### config.mk
export PLATFORM = sky130hd
export DESIGN_NAME = video_test_pattern_gen_unit
export DESIGN_NICKNAME = d
export VERILOG_FILES = /design/src/rtl/vtpg_pkg.sv /design/src/rtl/vtpg_cfg.sv /design/src/rtl/vtpg_frame_ctr.sv /design/src/rtl/vtpg_pipe.sv /design/src/rtl/video_test_pattern_gen_unit.sv
export SDC_FILE = /design/constraint.sdc
export NUM_CORES = 2
export LEC_CHECK = 0
export BUFFER_PORTS_ARGS = -buffer_cell sky130_fd_sc_hd__clkbuf_2
export CORE_ASPECT_RATIO = 0.6
export CORE_MARGIN = 2
export CORE_UTILIZATION = 55
export DETAILED_ROUTE_END_ITERATION = 8
export PLACE_DENSITY = 0.71
export SYNTH_ARGS = -nofsm -noshare
export SYNTH_HDL_FRONTEND = slang
export SYNTH_SLANG_ARGS = --single-unit
### constraint.sdc
create_clock -name clk -period 23 [get_ports clk]
set_input_delay 3.45 -clock clk [delete_from_list [all_inputs] [get_ports clk]]
set_output_delay 3.45 -clock clk [all_outputs]
set_load 0.02 [all_outputs]
### src/rtl/vtpg_pkg.sv
// ----------------------------------------------------------------------------
// vtpg_pkg
// Shared types, constants and the digit font of the test pattern generator.
// ----------------------------------------------------------------------------
package vtpg_pkg;

  // Field and register widths
  localparam int DIM_W      = 13;
  localparam int COORD_W    = 12;
  localparam int CFG_IDX_W  = 2;
  localparam int SCALE_W    = 7;
  localparam int GW_W       = 9;
  localparam int BOXH_W     = 10;
  localparam int PHASE_W    = 8;

  // Largest values of the derived box sizes
  localparam int SCALE_MAX  = 68;
  localparam int GW_MAX     = 408;

  // Usable frame dimension limits
  localparam logic [DIM_W-1:0] DIM_MIN   = 13'd2;
  localparam logic [DIM_W-1:0] DIM_MAX   = 13'd4096;
  localparam logic [DIM_W-1:0] WIDTH_RST = 13'd640;
  localparam logic [DIM_W-1:0] HEIGHT_RST = 13'd480;

  // Video levels
  localparam logic [7:0] Y_LO    = 8'd16;
  localparam logic [7:0] Y_HI    = 8'd235;
  localparam logic [7:0] Y_SPAN  = 8'd219;
  localparam logic [7:0] NEUTRAL = 8'd128;
  localparam logic [7:0] C_BASE  = 8'd64;
  localparam logic [7:0] PHASE_STEP = 8'd3;

  // Scale is height / 60, done as a multiply by a reciprocal
  localparam logic [12:0] SCALE_RECIP = 13'd4370;
  localparam int          SCALE_SHIFT = 18;

  // (col + row) / 219, done as a multiply by a reciprocal
  localparam logic [14:0] MOD_RECIP = 15'd19153;
  localparam int          MOD_SHIFT = 22;

  // Register indexes
  localparam logic [CFG_IDX_W-1:0] REG_FRAME_WIDTH  = 2'd0;
  localparam logic [CFG_IDX_W-1:0] REG_FRAME_HEIGHT = 2'd1;

  typedef struct packed {
    logic               mode;
    logic [COORD_W-1:0] pixel_col;
    logic [COORD_W-1:0] pixel_row;
  } in_item_t;

  typedef struct packed {
    logic [7:0] luma;
    logic [7:0] chroma_u;
    logic [7:0] chroma_v;
    logic       chroma_valid;
    logic       outside_frame;
  } out_item_t;

  // Values derived from the configuration registers
  typedef struct packed {
    logic [DIM_W-1:0]   w_use;
    logic [DIM_W-1:0]   h_use;
    logic [COORD_W-1:0] w_half;
    logic [COORD_W-1:0] h_half;
    logic [SCALE_W-1:0] scale;
    logic [GW_W-1:0]    gw;
    logic [BOXH_W-1:0]  box_h;
  } dims_t;

  // 5x7 font, one row per entry, MSB is the leftmost dot
  localparam logic [4:0] GLYPH [10][7] = '{
    '{5'h0E, 5'h11, 5'h13, 5'h15, 5'h19, 5'h11, 5'h0E},
    '{5'h04, 5'h0C, 5'h04, 5'h04, 5'h04, 5'h04, 5'h0E},
    '{5'h0E, 5'h11, 5'h01, 5'h02, 5'h04, 5'h08, 5'h1F},
    '{5'h1F, 5'h02, 5'h04, 5'h02, 5'h01, 5'h11, 5'h0E},
    '{5'h02, 5'h06, 5'h0A, 5'h12, 5'h1F, 5'h02, 5'h02},
    '{5'h1F, 5'h10, 5'h1E, 5'h01, 5'h01, 5'h11, 5'h0E},
    '{5'h06, 5'h08, 5'h10, 5'h1E, 5'h11, 5'h11, 5'h0E},
    '{5'h1F, 5'h01, 5'h02, 5'h04, 5'h08, 5'h08, 5'h08},
    '{5'h0E, 5'h11, 5'h11, 5'h0E, 5'h11, 5'h11, 5'h0E},
    '{5'h0E, 5'h11, 5'h11, 5'h0F, 5'h01, 5'h02, 5'h0C}
  };

  // Font row lookup; codes above nine and rows past the glyph are dark
  function automatic logic [4:0] glyph_row(input logic [3:0] d, input logic [2:0] row);
    logic [4:0] bits;
    bits = 5'd0;
    if (d <= 4'd9 && row <= 3'd6) begin
      bits = GLYPH[d][row];
    end
    return bits;
  endfunction

  // Clamp a dimension to the legal range and round it down to even
  function automatic logic [DIM_W-1:0] usable_dim(input logic [DIM_W-1:0] v);
    logic [DIM_W-1:0] c;
    c = v;
    if (c < DIM_MIN) begin
      c = DIM_MIN;
    end else if (c > DIM_MAX) begin
      c = DIM_MAX;
    end
    return {c[DIM_W-1:1], 1'b0};
  endfunction

endpackage

### src/rtl/vtpg_cfg.sv
// ----------------------------------------------------------------------------
// vtpg_cfg
// Frame size registers and the box geometry derived from them.
// ----------------------------------------------------------------------------
module vtpg_cfg (
  input  logic                          clk,
  input  logic                          rst,
  input  logic                          cfg_valid,
  output logic                          cfg_ready,
  input  logic [vtpg_pkg::CFG_IDX_W-1:0] cfg_index,
  input  logic [vtpg_pkg::DIM_W-1:0]    cfg_data,
  output vtpg_pkg::dims_t               dims
);

  logic [vtpg_pkg::DIM_W-1:0] frame_width;
  logic [vtpg_pkg::DIM_W-1:0] frame_height;
  vtpg_pkg::dims_t            dims_next;
  logic [25:0]                scale_prod;
  logic [vtpg_pkg::SCALE_W-1:0] scale_raw;

  assign cfg_ready = 1'b1;

  // Write the registers; unknown indexes are dropped
  always_ff @(posedge clk) begin
    if (rst) begin
      frame_width  <= vtpg_pkg::WIDTH_RST;
      frame_height <= vtpg_pkg::HEIGHT_RST;
    end else if (cfg_valid && cfg_ready) begin
      case (cfg_index)
        vtpg_pkg::REG_FRAME_WIDTH:  frame_width  <= cfg_data;
        vtpg_pkg::REG_FRAME_HEIGHT: frame_height <= cfg_data;
        default: ;
      endcase
    end
  end

  // Derive usable sizes, digit scale and box sizes
  always_comb begin
    dims_next.w_use  = vtpg_pkg::usable_dim(frame_width);
    dims_next.h_use  = vtpg_pkg::usable_dim(frame_height);
    dims_next.w_half = dims_next.w_use[vtpg_pkg::DIM_W-1:1];
    dims_next.h_half = dims_next.h_use[vtpg_pkg::DIM_W-1:1];
    scale_prod = 26'(dims_next.h_use) * 26'(vtpg_pkg::SCALE_RECIP);
    scale_raw  = scale_prod[vtpg_pkg::SCALE_SHIFT +: vtpg_pkg::SCALE_W];
    dims_next.scale = (scale_raw == '0) ? vtpg_pkg::SCALE_W'(1) : scale_raw;
    dims_next.gw    = vtpg_pkg::GW_W'(dims_next.scale) * vtpg_pkg::GW_W'(6);
    dims_next.box_h = vtpg_pkg::BOXH_W'(dims_next.scale) * vtpg_pkg::BOXH_W'(9);
  end

  always_ff @(posedge clk) begin
    dims <= dims_next;
  end

endmodule

### src/rtl/vtpg_frame_ctr.sv
// ----------------------------------------------------------------------------
// vtpg_frame_ctr
// BCD frame number, significant digit count and stripe phase.
// ----------------------------------------------------------------------------
module vtpg_frame_ctr #(
  parameter int MAX_DIGITS = 20,
  parameter int CNT_W      = 5,
  parameter int IDX_W      = 5
) (
  input  logic                          clk,
  input  logic                          rst,
  input  logic                          advance,
  input  logic [IDX_W-1:0]              rd_idx,
  output logic [3:0]                    rd_digit,
  output logic [CNT_W-1:0]              digit_count,
  output logic [vtpg_pkg::PHASE_W-1:0]  stripe_phase
);

  logic [3:0]               frame_digits      [MAX_DIGITS];
  logic [3:0]               frame_digits_next [MAX_DIGITS];
  logic [CNT_W-1:0]         digit_count_next;
  logic [vtpg_pkg::PHASE_W-1:0] stripe_phase_next;
  logic [vtpg_pkg::PHASE_W:0]   phase_sum;
  logic                     carry;
  logic [CNT_W-1:0]         top_pos;

  assign rd_digit = frame_digits[rd_idx];

  // Increment with carry; the highest changed digit bounds the count
  always_comb begin
    carry   = 1'b1;
    top_pos = '0;
    for (int i = 0; i < MAX_DIGITS; i++) begin
      frame_digits_next[i] = frame_digits[i];
      if (carry) begin
        if (frame_digits[i] >= 4'd9) begin
          frame_digits_next[i] = 4'd0;
        end else begin
          frame_digits_next[i] = frame_digits[i] + 4'd1;
          carry   = 1'b0;
          top_pos = CNT_W'(i + 1);
        end
      end
    end
    if (carry) begin
      digit_count_next = CNT_W'(1);
    end else if (top_pos > digit_count) begin
      digit_count_next = top_pos;
    end else begin
      digit_count_next = digit_count;
    end
    phase_sum = {1'b0, stripe_phase} + {1'b0, vtpg_pkg::PHASE_STEP};
    if (phase_sum >= {1'b0, vtpg_pkg::Y_SPAN}) begin
      phase_sum = phase_sum - {1'b0, vtpg_pkg::Y_SPAN};
    end
    stripe_phase_next = phase_sum[vtpg_pkg::PHASE_W-1:0];
  end

  // Step to the next frame on an advance item
  always_ff @(posedge clk) begin
    if (rst) begin
      for (int i = 0; i < MAX_DIGITS; i++) begin
        frame_digits[i] <= 4'd0;
      end
      digit_count  <= CNT_W'(1);
      stripe_phase <= '0;
    end else if (advance) begin
      frame_digits <= frame_digits_next;
      digit_count  <= digit_count_next;
      stripe_phase <= stripe_phase_next;
    end
  end

endmodule

### src/rtl/vtpg_pipe.sv
// ----------------------------------------------------------------------------
// vtpg_pipe
// Pixel pipeline: bound checks, gradient and glyph dividers, state read and
// final pixel mux, with an output register.
// ----------------------------------------------------------------------------
module vtpg_pipe #(
  parameter int MAX_DIGITS = 20,
  parameter int CNT_W      = 5,
  parameter int IDX_W      = 5
) (
  input  logic                         clk,
  input  logic                         rst,
  input  logic                         in_valid,
  output logic                         in_stall,
  input  vtpg_pkg::in_item_t           in_item,
  output logic                         out_valid,
  input  logic                         out_stall,
  output vtpg_pkg::out_item_t          out_item,
  input  vtpg_pkg::dims_t              dims,
  output logic                         advance,
  output logic [IDX_W-1:0]             rd_idx,
  input  logic [3:0]                   rd_digit,
  input  logic [CNT_W-1:0]             digit_count,
  input  logic [vtpg_pkg::PHASE_W-1:0] stripe_phase
);

  localparam int DV_W   = 13 + CNT_W;
  localparam int BW_W   = $clog2(vtpg_pkg::GW_MAX * MAX_DIGITS + vtpg_pkg::SCALE_MAX + 1);
  localparam int CMP_W  = (BW_W + 1 > vtpg_pkg::COORD_W) ? BW_W + 1 : vtpg_pkg::COORD_W + 1;
  localparam int GI_LO  = CNT_W / 2;
  localparam int QC_W   = 19;
  localparam int BOXH_W_L = vtpg_pkg::BOXH_W + 1;

  typedef struct packed {
    logic             mode;
    logic [11:0]      c;
    logic [11:0]      r;
    logic             outside;
    logic             cv;
    logic [12:0]      sum;
    logic [5:0]       mq;
    logic [7:0]       lm;
    logic [QC_W-1:0]  u_rem;
    logic [6:0]       u_q;
    logic [QC_W-1:0]  v_rem;
    logic [6:0]       v_q;
    logic             under;
    logic [DV_W-1:0]  x_rem;
    logic [CNT_W-1:0] gi;
    logic [2:0]       gc;
    logic [12:0]      gr_rem;
    logic [2:0]       gr;
    logic [CNT_W-1:0] n;
    logic             dig_ok;
    logic [3:0]       digit;
    logic [BW_W-1:0]  boxw;
  } stage_t;

  logic   pipe_en;
  logic   v1, v2, v3, v4, v5, v6;
  stage_t s1, s2, s3, s4, s5, s6;
  stage_t s1_next, s2_next, s3_next, s4_next, s5_next, s6_next;
  vtpg_pkg::out_item_t out_next;
  logic [27:0] mod_prod;
  logic [12:0] lm_full;
  logic [8:0]  lsum;
  logic [CNT_W-1:0] idx_full;
  logic [CMP_W-1:0] boxw_x, boxw_even, c_x;
  logic [BOXH_W_L-1:0] box_h_even;
  logic        in_lbox, in_cbox, lit;
  logic [4:0]  row_bits;

  // The whole pipe moves while the output register can take an item
  assign pipe_en  = !out_valid || !out_stall;
  assign in_stall = !pipe_en;
  assign advance  = pipe_en && v5 && s5.mode;

  // Capture the input item with the working fields cleared
  always_comb begin
    s1_next      = '0;
    s1_next.mode = in_item.mode;
    s1_next.c    = in_item.pixel_col;
    s1_next.r    = in_item.pixel_row;
  end

  // Bounds, stripe sum, divider numerators
  always_comb begin
    s2_next         = s1;
    s2_next.outside = (13'(s1.c) >= dims.w_use) || (13'(s1.r) >= dims.h_use);
    s2_next.cv      = !s1.c[0] && !s1.r[0];
    s2_next.sum     = 13'(s1.c) + 13'(s1.r);
    mod_prod        = 28'(s2_next.sum) * 28'(vtpg_pkg::MOD_RECIP);
    s2_next.mq      = mod_prod[vtpg_pkg::MOD_SHIFT +: 6];
    s2_next.u_rem   = QC_W'({s1.c[11:1], 7'd0});
    s2_next.v_rem   = QC_W'({s1.r[11:1], 7'd0});
    s2_next.u_q     = '0;
    s2_next.v_q     = '0;
    s2_next.under   = (s1.c < 12'(dims.scale)) || (s1.r < 12'(dims.scale));
    s2_next.x_rem   = DV_W'(s1.c - 12'(dims.scale));
    s2_next.gr_rem  = 13'(s1.r - 12'(dims.scale));
    s2_next.gi      = '0;
    s2_next.gc      = '0;
    s2_next.gr      = '0;
  end

  // Stripe residue; upper gradient bits, upper digit index bits, glyph row
  always_comb begin
    s3_next = s2;
    lm_full = s2.sum - 13'(s2.mq) * 13'(vtpg_pkg::Y_SPAN);
    s3_next.lm = lm_full[7:0];
    for (int i = 6; i >= 4; i--) begin
      if (s3_next.u_rem >= (QC_W'(dims.w_half) << i)) begin
        s3_next.u_rem  = s3_next.u_rem - (QC_W'(dims.w_half) << i);
        s3_next.u_q[i] = 1'b1;
      end
      if (s3_next.v_rem >= (QC_W'(dims.h_half) << i)) begin
        s3_next.v_rem  = s3_next.v_rem - (QC_W'(dims.h_half) << i);
        s3_next.v_q[i] = 1'b1;
      end
    end
    for (int i = CNT_W - 1; i >= GI_LO; i--) begin
      if (s3_next.x_rem >= (DV_W'(dims.gw) << i)) begin
        s3_next.x_rem = s3_next.x_rem - (DV_W'(dims.gw) << i);
        s3_next.gi[i] = 1'b1;
      end
    end
    for (int i = 2; i >= 0; i--) begin
      if (s3_next.gr_rem >= (13'(dims.scale) << i)) begin
        s3_next.gr_rem = s3_next.gr_rem - (13'(dims.scale) << i);
        s3_next.gr[i]  = 1'b1;
      end
    end
  end

  // Middle gradient bits, lower digit index bits
  always_comb begin
    s4_next = s3;
    for (int i = 3; i >= 1; i--) begin
      if (s4_next.u_rem >= (QC_W'(dims.w_half) << i)) begin
        s4_next.u_rem  = s4_next.u_rem - (QC_W'(dims.w_half) << i);
        s4_next.u_q[i] = 1'b1;
      end
      if (s4_next.v_rem >= (QC_W'(dims.h_half) << i)) begin
        s4_next.v_rem  = s4_next.v_rem - (QC_W'(dims.h_half) << i);
        s4_next.v_q[i] = 1'b1;
      end
    end
    for (int i = GI_LO - 1; i >= 0; i--) begin
      if (s4_next.x_rem >= (DV_W'(dims.gw) << i)) begin
        s4_next.x_rem = s4_next.x_rem - (DV_W'(dims.gw) << i);
        s4_next.gi[i] = 1'b1;
      end
    end
  end

  // Last gradient bit, column inside the glyph cell
  always_comb begin
    s5_next = s4;
    if (s5_next.u_rem >= QC_W'(dims.w_half)) begin
      s5_next.u_rem  = s5_next.u_rem - QC_W'(dims.w_half);
      s5_next.u_q[0] = 1'b1;
    end
    if (s5_next.v_rem >= QC_W'(dims.h_half)) begin
      s5_next.v_rem  = s5_next.v_rem - QC_W'(dims.h_half);
      s5_next.v_q[0] = 1'b1;
    end
    for (int i = 2; i >= 0; i--) begin
      if (s5_next.x_rem >= (DV_W'(dims.scale) << i)) begin
        s5_next.x_rem = s5_next.x_rem - (DV_W'(dims.scale) << i);
        s5_next.gc[i] = 1'b1;
      end
    end
  end

  // Read frame state: phase, digit count and the digit under this cell
  assign idx_full = digit_count - CNT_W'(1) - s5.gi;
  assign rd_idx   = idx_full[IDX_W-1:0];

  always_comb begin
    s6_next = s5;
    lsum    = 9'(s5.lm) + 9'(stripe_phase);
    if (lsum >= 9'(vtpg_pkg::Y_SPAN)) begin
      lsum = lsum - 9'(vtpg_pkg::Y_SPAN);
    end
    s6_next.lm     = lsum[7:0];
    s6_next.n      = digit_count;
    s6_next.dig_ok = s5.gi < digit_count;
    s6_next.digit  = s6_next.dig_ok ? rd_digit : 4'd0;
    s6_next.boxw   = BW_W'(dims.gw) * BW_W'(digit_count) + BW_W'(dims.scale);
  end

  // Box tests, font lookup and final pixel values
  always_comb begin
    boxw_x     = CMP_W'(s6.boxw);
    boxw_even  = (boxw_x + CMP_W'(1)) & ~CMP_W'(1);
    box_h_even = (BOXH_W_L'(dims.box_h) + BOXH_W_L'(1)) & ~BOXH_W_L'(1);
    c_x        = CMP_W'(s6.c);
    in_lbox    = (c_x < boxw_x) && (s6.r < 12'(dims.box_h));
    in_cbox    = (c_x < boxw_even) && (13'(s6.r) < 13'(box_h_even));
    row_bits   = vtpg_pkg::glyph_row(s6.digit, s6.gr);
    lit        = !s6.under && (s6.gr < 3'd7) && s6.dig_ok && (s6.gc < 3'd5) &&
                 ((row_bits & (5'h10 >> s6.gc)) != 5'd0);
    if (s6.outside) begin
      out_next.luma          = 8'd0;
      out_next.chroma_u      = 8'd0;
      out_next.chroma_v      = 8'd0;
      out_next.chroma_valid  = 1'b0;
      out_next.outside_frame = 1'b1;
    end else begin
      out_next.luma          = vtpg_pkg::Y_LO + s6.lm;
      if (in_lbox) begin
        out_next.luma = lit ? vtpg_pkg::Y_HI : vtpg_pkg::Y_LO;
      end
      out_next.chroma_u      = vtpg_pkg::C_BASE + 8'(s6.u_q);
      out_next.chroma_v      = vtpg_pkg::C_BASE + 8'(s6.v_q);
      if (in_cbox) begin
        out_next.chroma_u = vtpg_pkg::NEUTRAL;
        out_next.chroma_v = vtpg_pkg::NEUTRAL;
      end
      out_next.chroma_valid  = s6.cv;
      out_next.outside_frame = 1'b0;
    end
  end

  // Advance valid bits; advance items end at the state stage
  always_ff @(posedge clk) begin
    if (rst) begin
      v1 <= 1'b0; v2 <= 1'b0; v3 <= 1'b0;
      v4 <= 1'b0; v5 <= 1'b0; v6 <= 1'b0;
      out_valid <= 1'b0;
    end else if (pipe_en) begin
      v1 <= in_valid;
      v2 <= v1;
      v3 <= v2;
      v4 <= v3;
      v5 <= v4;
      v6 <= v5 && !s5.mode;
      out_valid <= v6;
    end
  end

  // Move payload
  always_ff @(posedge clk) begin
    if (pipe_en) begin
      s1       <= s1_next;
      s2       <= s2_next;
      s3       <= s3_next;
      s4       <= s4_next;
      s5       <= s5_next;
      s6       <= s6_next;
      out_item <= out_next;
    end
  end

endmodule

### src/rtl/video_test_pattern_gen_unit.sv
// ----------------------------------------------------------------------------
// video_test_pattern_gen_unit
// YUV 4:2:0 test pattern generator: diagonal luma stripe, U/V gradients and a
// frame number box, one pixel per item.
// ----------------------------------------------------------------------------
// Usage:
//   Input channel (in_valid / in_stall / in_item): mode 0 asks for the pixel at
//   pixel_col, pixel_row; mode 1 steps to the next frame and gives no result.
//   Output channel (out_valid / out_stall / out_item): one item per pixel
//   request, in request order.
//   Config channel (cfg_valid / cfg_ready / cfg_index / cfg_data): frame
//   width and height; write only while no item is in flight. cfg_ready is
//   always high.
//   The pipeline has seven registers, in which the gradient and glyph
//   dividers retire a few quotient bits per stage; it takes one item per
//   cycle while the output is not stalled.
//   Reset clears the frame number to zero, the stripe phase to zero and the
//   size to 640x480, and empties the pipeline.
//   When the receiver stalls, the whole pipeline holds and in_stall rises
//   while the output register is full; nothing is lost or repeated.
// ----------------------------------------------------------------------------
module video_test_pattern_gen_unit #(
  parameter int MAX_DIGITS = 20
) (
  input  logic                           clk,
  input  logic                           rst,
  input  logic                           in_valid,
  output logic                           in_stall,
  input  vtpg_pkg::in_item_t             in_item,
  output logic                           out_valid,
  input  logic                           out_stall,
  output vtpg_pkg::out_item_t            out_item,
  input  logic                           cfg_valid,
  output logic                           cfg_ready,
  input  logic [vtpg_pkg::CFG_IDX_W-1:0] cfg_index,
  input  logic [vtpg_pkg::DIM_W-1:0]     cfg_data
);

  localparam int CNT_W = $clog2(MAX_DIGITS + 1);
  localparam int IDX_W = (MAX_DIGITS > 1) ? $clog2(MAX_DIGITS) : 1;

  vtpg_pkg::dims_t              dims;
  logic                         advance;
  logic [IDX_W-1:0]             rd_idx;
  logic [3:0]                   rd_digit;
  logic [CNT_W-1:0]             digit_count;
  logic [vtpg_pkg::PHASE_W-1:0] stripe_phase;

  vtpg_cfg u_cfg (
    .clk       (clk),
    .rst       (rst),
    .cfg_valid (cfg_valid),
    .cfg_ready (cfg_ready),
    .cfg_index (cfg_index),
    .cfg_data  (cfg_data),
    .dims      (dims)
  );

  vtpg_frame_ctr #(
    .MAX_DIGITS (MAX_DIGITS),
    .CNT_W      (CNT_W),
    .IDX_W      (IDX_W)
  ) u_frame_ctr (
    .clk          (clk),
    .rst          (rst),
    .advance      (advance),
    .rd_idx       (rd_idx),
    .rd_digit     (rd_digit),
    .digit_count  (digit_count),
    .stripe_phase (stripe_phase)
  );

  vtpg_pipe #(
    .MAX_DIGITS (MAX_DIGITS),
    .CNT_W      (CNT_W),
    .IDX_W      (IDX_W)
  ) u_pipe (
    .clk          (clk),
    .rst          (rst),
    .in_valid     (in_valid),
    .in_stall     (in_stall),
    .in_item      (in_item),
    .out_valid    (out_valid),
    .out_stall    (out_stall),
    .out_item     (out_item),
    .dims         (dims),
    .advance      (advance),
    .rd_idx       (rd_idx),
    .rd_digit     (rd_digit),
    .digit_count  (digit_count),
    .stripe_phase (stripe_phase)
  );

  // An empty output register never pushes back on the input
  a_no_stall_when_empty: assert property (@(posedge clk) disable iff (rst)
    !out_valid |-> !in_stall)
    else $error("input stalled with empty output register");

  // In-frame luma stays in video range
  a_luma_range: assert property (@(posedge clk) disable iff (rst)
    out_valid && !out_item.outside_frame |->
      out_item.luma >= vtpg_pkg::Y_LO && out_item.luma <= vtpg_pkg::Y_HI)
    else $error("luma out of range");

  // In-frame chroma stays within the gradient span
  a_chroma_range: assert property (@(posedge clk) disable iff (rst)
    out_valid && !out_item.outside_frame |->
      out_item.chroma_u >= 8'd64 && out_item.chroma_u < 8'd192 &&
      out_item.chroma_v >= 8'd64 && out_item.chroma_v < 8'd192)
    else $error("chroma out of range");

  // Out-of-frame pixels carry all-zero samples
  a_outside_zero: assert property (@(posedge clk) disable iff (rst)
    out_valid && out_item.outside_frame |->
      out_item.luma == 8'd0 && out_item.chroma_u == 8'd0 &&
      out_item.chroma_v == 8'd0 && !out_item.chroma_valid)
    else $error("outside pixel not blanked");

endmodule
### Yosys cells after proc, flatten, opt, wreduce, memory -nomap -nowiden

Memory sizes are Yosys's and may differ from the RTL's.
Index checks and enable logic that the tools add are counted.

| word-level totals | value |
|---|---|
| memories | 1 |
| bits in registers | 672 |
| memory bits (read-only) | 560 |
| output and inout port bits | 29 |

Memories:

| memory | depth | width | read ports | clocked after memory_dff | write ports | line | source |
|---|---|---|---|---|---|---|---|
| (name not given) | 16 | 35 | 1 | 0 | 0 | vtpg_pkg.sv:90 | `bits = GLYPH[d][row];` |

| cells by class | value |
|---|---|
| $mul | 6 |
| add/sub/neg operators | 57 |
| reduce and logical (&&, ||, !) cells | 49 |
| muxes and demuxes | 140 |
| bitwise operators | 4 |
| equal/unequal tests | 1 |
| shift operators | 1 |
| order comparisons | 68 |

Operator list:

| operator | number |
|---|---|
| 5-bit two-way mux | 42 |
| 19-bit two-way mux | 11 |
| 18-bit two-way mux | 6 |
| 4-bit two-way mux | 22 |
| 4-bit greater-or-equal comparator, second input constant | 21 |
| 4-bit by 1-bit adder with 4-bit output, second input constant | 20 |
| 35-bit two-way mux | 2 |
| 13-bit two-way mux | 4 |
| 2-bit AND reduction | 22 |
| 1-bit two-way mux | 41 |
| 20-bit two-way mux | 2 |
| 19-bit by 12-bit greater-or-equal comparator with 1-bit output | 2 |
| 19-bit by 13-bit greater-or-equal comparator with 1-bit output | 2 |
| 19-bit by 14-bit greater-or-equal comparator with 1-bit output | 2 |
| 19-bit by 15-bit greater-or-equal comparator with 1-bit output | 2 |
| 19-bit by 16-bit greater-or-equal comparator with 1-bit output | 2 |
| 19-bit by 17-bit greater-or-equal comparator with 1-bit output | 2 |
| 18-bit by 18-bit subtractor with 19-bit output | 2 |
| 19-bit by 13-bit subtractor with 19-bit output | 2 |
| 19-bit by 14-bit subtractor with 19-bit output | 2 |
| 19-bit by 15-bit subtractor with 19-bit output | 2 |
| 19-bit by 16-bit subtractor with 19-bit output | 2 |
| 19-bit by 17-bit subtractor with 19-bit output | 2 |
| 18-bit greater-or-equal comparator | 2 |
| 74 further kinds | 107 |

### Logic depth before layout (Yosys ltp)

| logic depth | value |
|---|---|
| depth in word-level cells | 43 |
| gate-level depth with buffers | 37 |

### Modules after synthesis

Synthesis repeated with hierarchy kept, for this count alone.

| unflattened totals | value |
|---|---|
| cells, all modules | 4953 |
| area total of the unflattened synthesis | 49077.1 um^2 |

By module, submodules not included:

| module | cells an instance | area an instance (um^2) | sequential area each (um^2) | times used |
|---|---|---|---|---|
| vtpg_pipe | 3759 | 38459.4 | 13953.4 | 1 |
| vtpg_frame_ctr | 754 | 6358.6 | 1861.8 | 1 |
| vtpg_cfg | 440 | 4259.1 | 1421.4 | 1 |

### Least setup slack after synthesis

OpenSTA, ideal clock, no wires.

| timing path | value |
|---|---|
| kind | input-to-output |
| start | input port out_stall |
| end | output port in_stall |
| arrival | 17.082 ns |
| stages | 2 |
| required time | 19.550 ns |
| setup slack | 2.468 ns |
| cells stage by stage | nand2_1 clkinv_1 |

| on the way | value |
|---|---|
| word-level cells in the longest chain between the ends | 3 |

RTL lines:

| element | line | source |
|---|---|---|
| start: declaration | video_test_pattern_gen_unit.sv:31 | `input logic out_stall,` |
| 1-bit zero test | vtpg_pipe.sv:74 | `assign pipe_en = !out_valid \|\| !out_stall;` |
| 1-bit logical OR | vtpg_pipe.sv:74 |  |
| 1-bit zero test | vtpg_pipe.sv:75 | `assign in_stall = !pipe_en;` |
| end: declaration | video_test_pattern_gen_unit.sv:28 | `output logic in_stall,` |

Every way passes these cells.

==> metrics.cfg <==
[power_and_ir_drop]
power_frac_comb_pct = 65.3
power.switching_w = 0.003603
internal_power_w = 0.004679
ir_drop_v = 0.0001781
total_power_w = 0.008282
p_leak_nw = 22.00
power_frac_seq_pct = 21.8
powerDensity_nw_per_um2 = 160.1
switching_share_pct = 43.51
clkPwrFrac_pct = 13.0

[route]
routed-via-count = 36000
wirelength_um = 112800
ant_nets = 0
firstDrtPassIters = 6
avgViaCountPerCell = 5.885
wl_per_cell_um = 18.45
drc = 0
drtIter0Drc = 3318

[floorplan]
dieWidth_um = 385.0
dieArea_um2 = 89540
core-area_um2 = 85880
die_h_um = 232.6
placementRows = 83
top_level_ports = 74
initial_core_util_pct = 55.77

[clocking]
cts_setup_buffers = 0
cts.clk_slew.worst_paths_ps = 70
cts_max_level = 2
ctsHoldBuffers = 0
clock-sinks = 631
cts_root_buf = clkbuf_16
insertion_delay_ps = 680
cts_buffers = 61
cts_tree = yes
ctsResizeCount = 0
clock_path_buffers = 3

[setup_path]
critical_path.max_stage_delay_ps = 1050
cp.arrival_ps = 10660
worstPathMaxFanout = 27
ff2ff_path_depth = 30
critPathBufInv = 3
worst-path-stages = 30
crit_path_start_kind = flop
worstPathRequired_ps = 23420
cp_top_family = compound AO/OA/AOI/OAI gates
slowest_stage = nor4_2
crit_path_end_kind = flop
crit_type = flop to flop

[global_routing]
grt_max_degree = 180
antenna_found_initial = 6
grt_pass1_wl_um = 180800
grt_pass1_vias = 33180
grt_use_total_pct = 25.07
grt_remaining_overflow = 0

[outcome]
status = finished, final reports clean

[logic_synthesis]
synthesis.area_um2 = 47900
syn_area_per_cell_um2 = 9.892
synth_nets = 5616
ys_top_cells_by_area = edfxtp_1 29%, ha_1 16%, dfxtp_1 7.1%
ys_warn_count = 0
yosysMostFrequentCell = ha_1
syn-instance-count = 4842
async_flop_share_pct = 0
synth_cell_types = 118
synth_top_area_share_pct = 28.84
synth_common_cells = 631 x ha_1, 460 x edfxtp_1, 438 x inv_1, 338 x a21oi_1, 329 x nor2_1
synth-seq-cells = 631
yosys.area.top_type = edfxtp_1
ys_seq_area_share_pct = 35.99
ys.flop_type = edfxtp_1
synth_edf_count = 460

[timing]
setup_viol = 0
fin_crit_ps = 10230
final.setup.tns_ps = 0
final-hold-violation-count = 0
max_freq_mhz = 97.71
worst_pin_slew_ps = 1194
skew_ps = 33.56
slew_viol_final = 0
relSlewSlack_pct = 19.72
rsz0062_at_grt = false
fin_crit_sh_pct = 44.50

[placement]
portBuffers = 72
hpwl_um = 86220
gp_congestion = 0.9204

[cells_and_area]
utilization_pct = 60.24
n_fill_cell = 7135
syn_to_final_growth_pct = 8.020
fin_nets = 5691
regArea_um2 = 17240
multi_input_area_um2 = 28580
drive_gt1_share_pct = 8.350
insertedDiodeCount = 0

[job]
drv_cap = 0

[worst_hold_path]
holdPathStages = 0
hp-class = flop to flop

## per-stage QoR
stage	hold WS (ps)	instance area, um^2	std cells	setup slack, ps
2_1_floorplan	400.3	47900	4842	2468
3_3_place_gp	400.8	49620	6001	13350
3_5_place_dp	404.5	49620	6001	12950
4_1_cts	415.9	51740	6117	12960
5_1_grt	420.0	51740	6117	12010
6_report	411.0	51740	6117	12770
## state kept, by name (all words and copies together) (netlist names)
name	cells
u_pipe.s6	48
u_pipe.v6	1
u_pipe.v3	1
u_pipe.v1	1
u_pipe.out_valid	1
u_pipe.c_x	12
u_pipe.s5	61
u_cfg.dims	45
u_cfg.frame_width	13
u_pipe.v2	1
u_cfg.frame_height	13
u_pipe.s3	96
u_frame_ctr.digit_count	5
u_pipe.out_item	26
u_pipe.s2	68
u_pipe.s4	110
u_pipe.v5	1
u_pipe.boxw_x	14
u_pipe.s1	25
u_frame_ctr.stripe_phase	8
u_frame_ctr.frame_digits	80
u_pipe.v4	1
## area by class of cell
type	count	share of cell area (%)
Tap cell	1147	2.774
Sequential cell	631	33.31
Clock buffer	72	3.088
Multi-Input combinational cell	3663	55.24
Timing Repair Buffer	113	1.320
Inverter	447	3.253
Clock inverter	44	1.013
## path summary, 6_finish.rpt
check | to | startpoint | slack [ps]
worst max-delay path | u_pipe.s4[81] | u_cfg.dims[26] | 12770
worst min-delay path | u_pipe.s4[156] | u_pipe.s3[156] | 410
worst max register to register | u_pipe.s4[81] | u_cfg.dims[26] | 12770
worst min register to register | u_pipe.s4[156] | u_pipe.s3[156] | 410
## cells in the final DEF (no fill, tap or decap), types with 69 or more instances in the layout
cell type and instances:
nor2_1 329, dfxtp_1 171, edfxtp_1 460, nand3_1 96, mux2_2 86, xor2_1 98
a21o_1 141, o21ai_0 234, nor2b_1 97, clkbuf_2 71, ha_1 631, a21oi_1 337
inv_1 438, fa_1 98, xnor2_1 211, nand2_1 322, nor3_1 127, o21a_1 69
## power by group through the flow
stage / Clock (W) / Combinational, W / Sequential (W)
after floorplan: 0 / 0.00425 / 0.00177
after detailed placement: 0 / 0.00526 / 0.00182
after global placement: 0 / 0.00510 / 0.00182
after CTS: 0.00109 / 0.00533 / 0.00180
after global routing: 0.00114 / 0.00606 / 0.00183
final: 0.00107 / 0.00541 / 0.00180
## routing by layer
metal | up-vias | part of all wire [%] | global-route usage [%]
li1 | 17700 | - | -
met1 | 17010 | 52 | 41.77
met2 | 1186 | 38 | 33.33
met3 | 105 | 8.4 | 4.394
met4 | 0 | 1.3 | 4.077
met5 | - | 0 | 0
## cell families (layout without fill, tap and decap cells)
| family | Yosys count | in the layout | share of synthesized area, % |
|---|---|---|---|
| compound gates | 1127 | 1127 | 15.25 |
| xor+xnor | 309 | 309 | 5.650 |
| fa+ha+maj | 729 | 729 | 20.58 |
| buf+inv | 548 | 676 | 4.391 |
| flops | 631 | 631 | 35.99 |
| mux | 150 | 150 | 3.965 |
| other cells | 1 | 1 | 0.007829 |
| simple gates | 1347 | 1347 | 14.17 |
## worst reg2reg max path, delay by kind of cell, from the launching register on
kind / cells / cell delay [ps]
mux: 3 / 990
buf+inv: 3 / 1020
compound gates: 15 / 3950
simple gates: 6 / 2080
flops: 1 / 690
fa+ha+maj: 3 / 1260
Note: power is estimated with default switching activity, not from simulation.
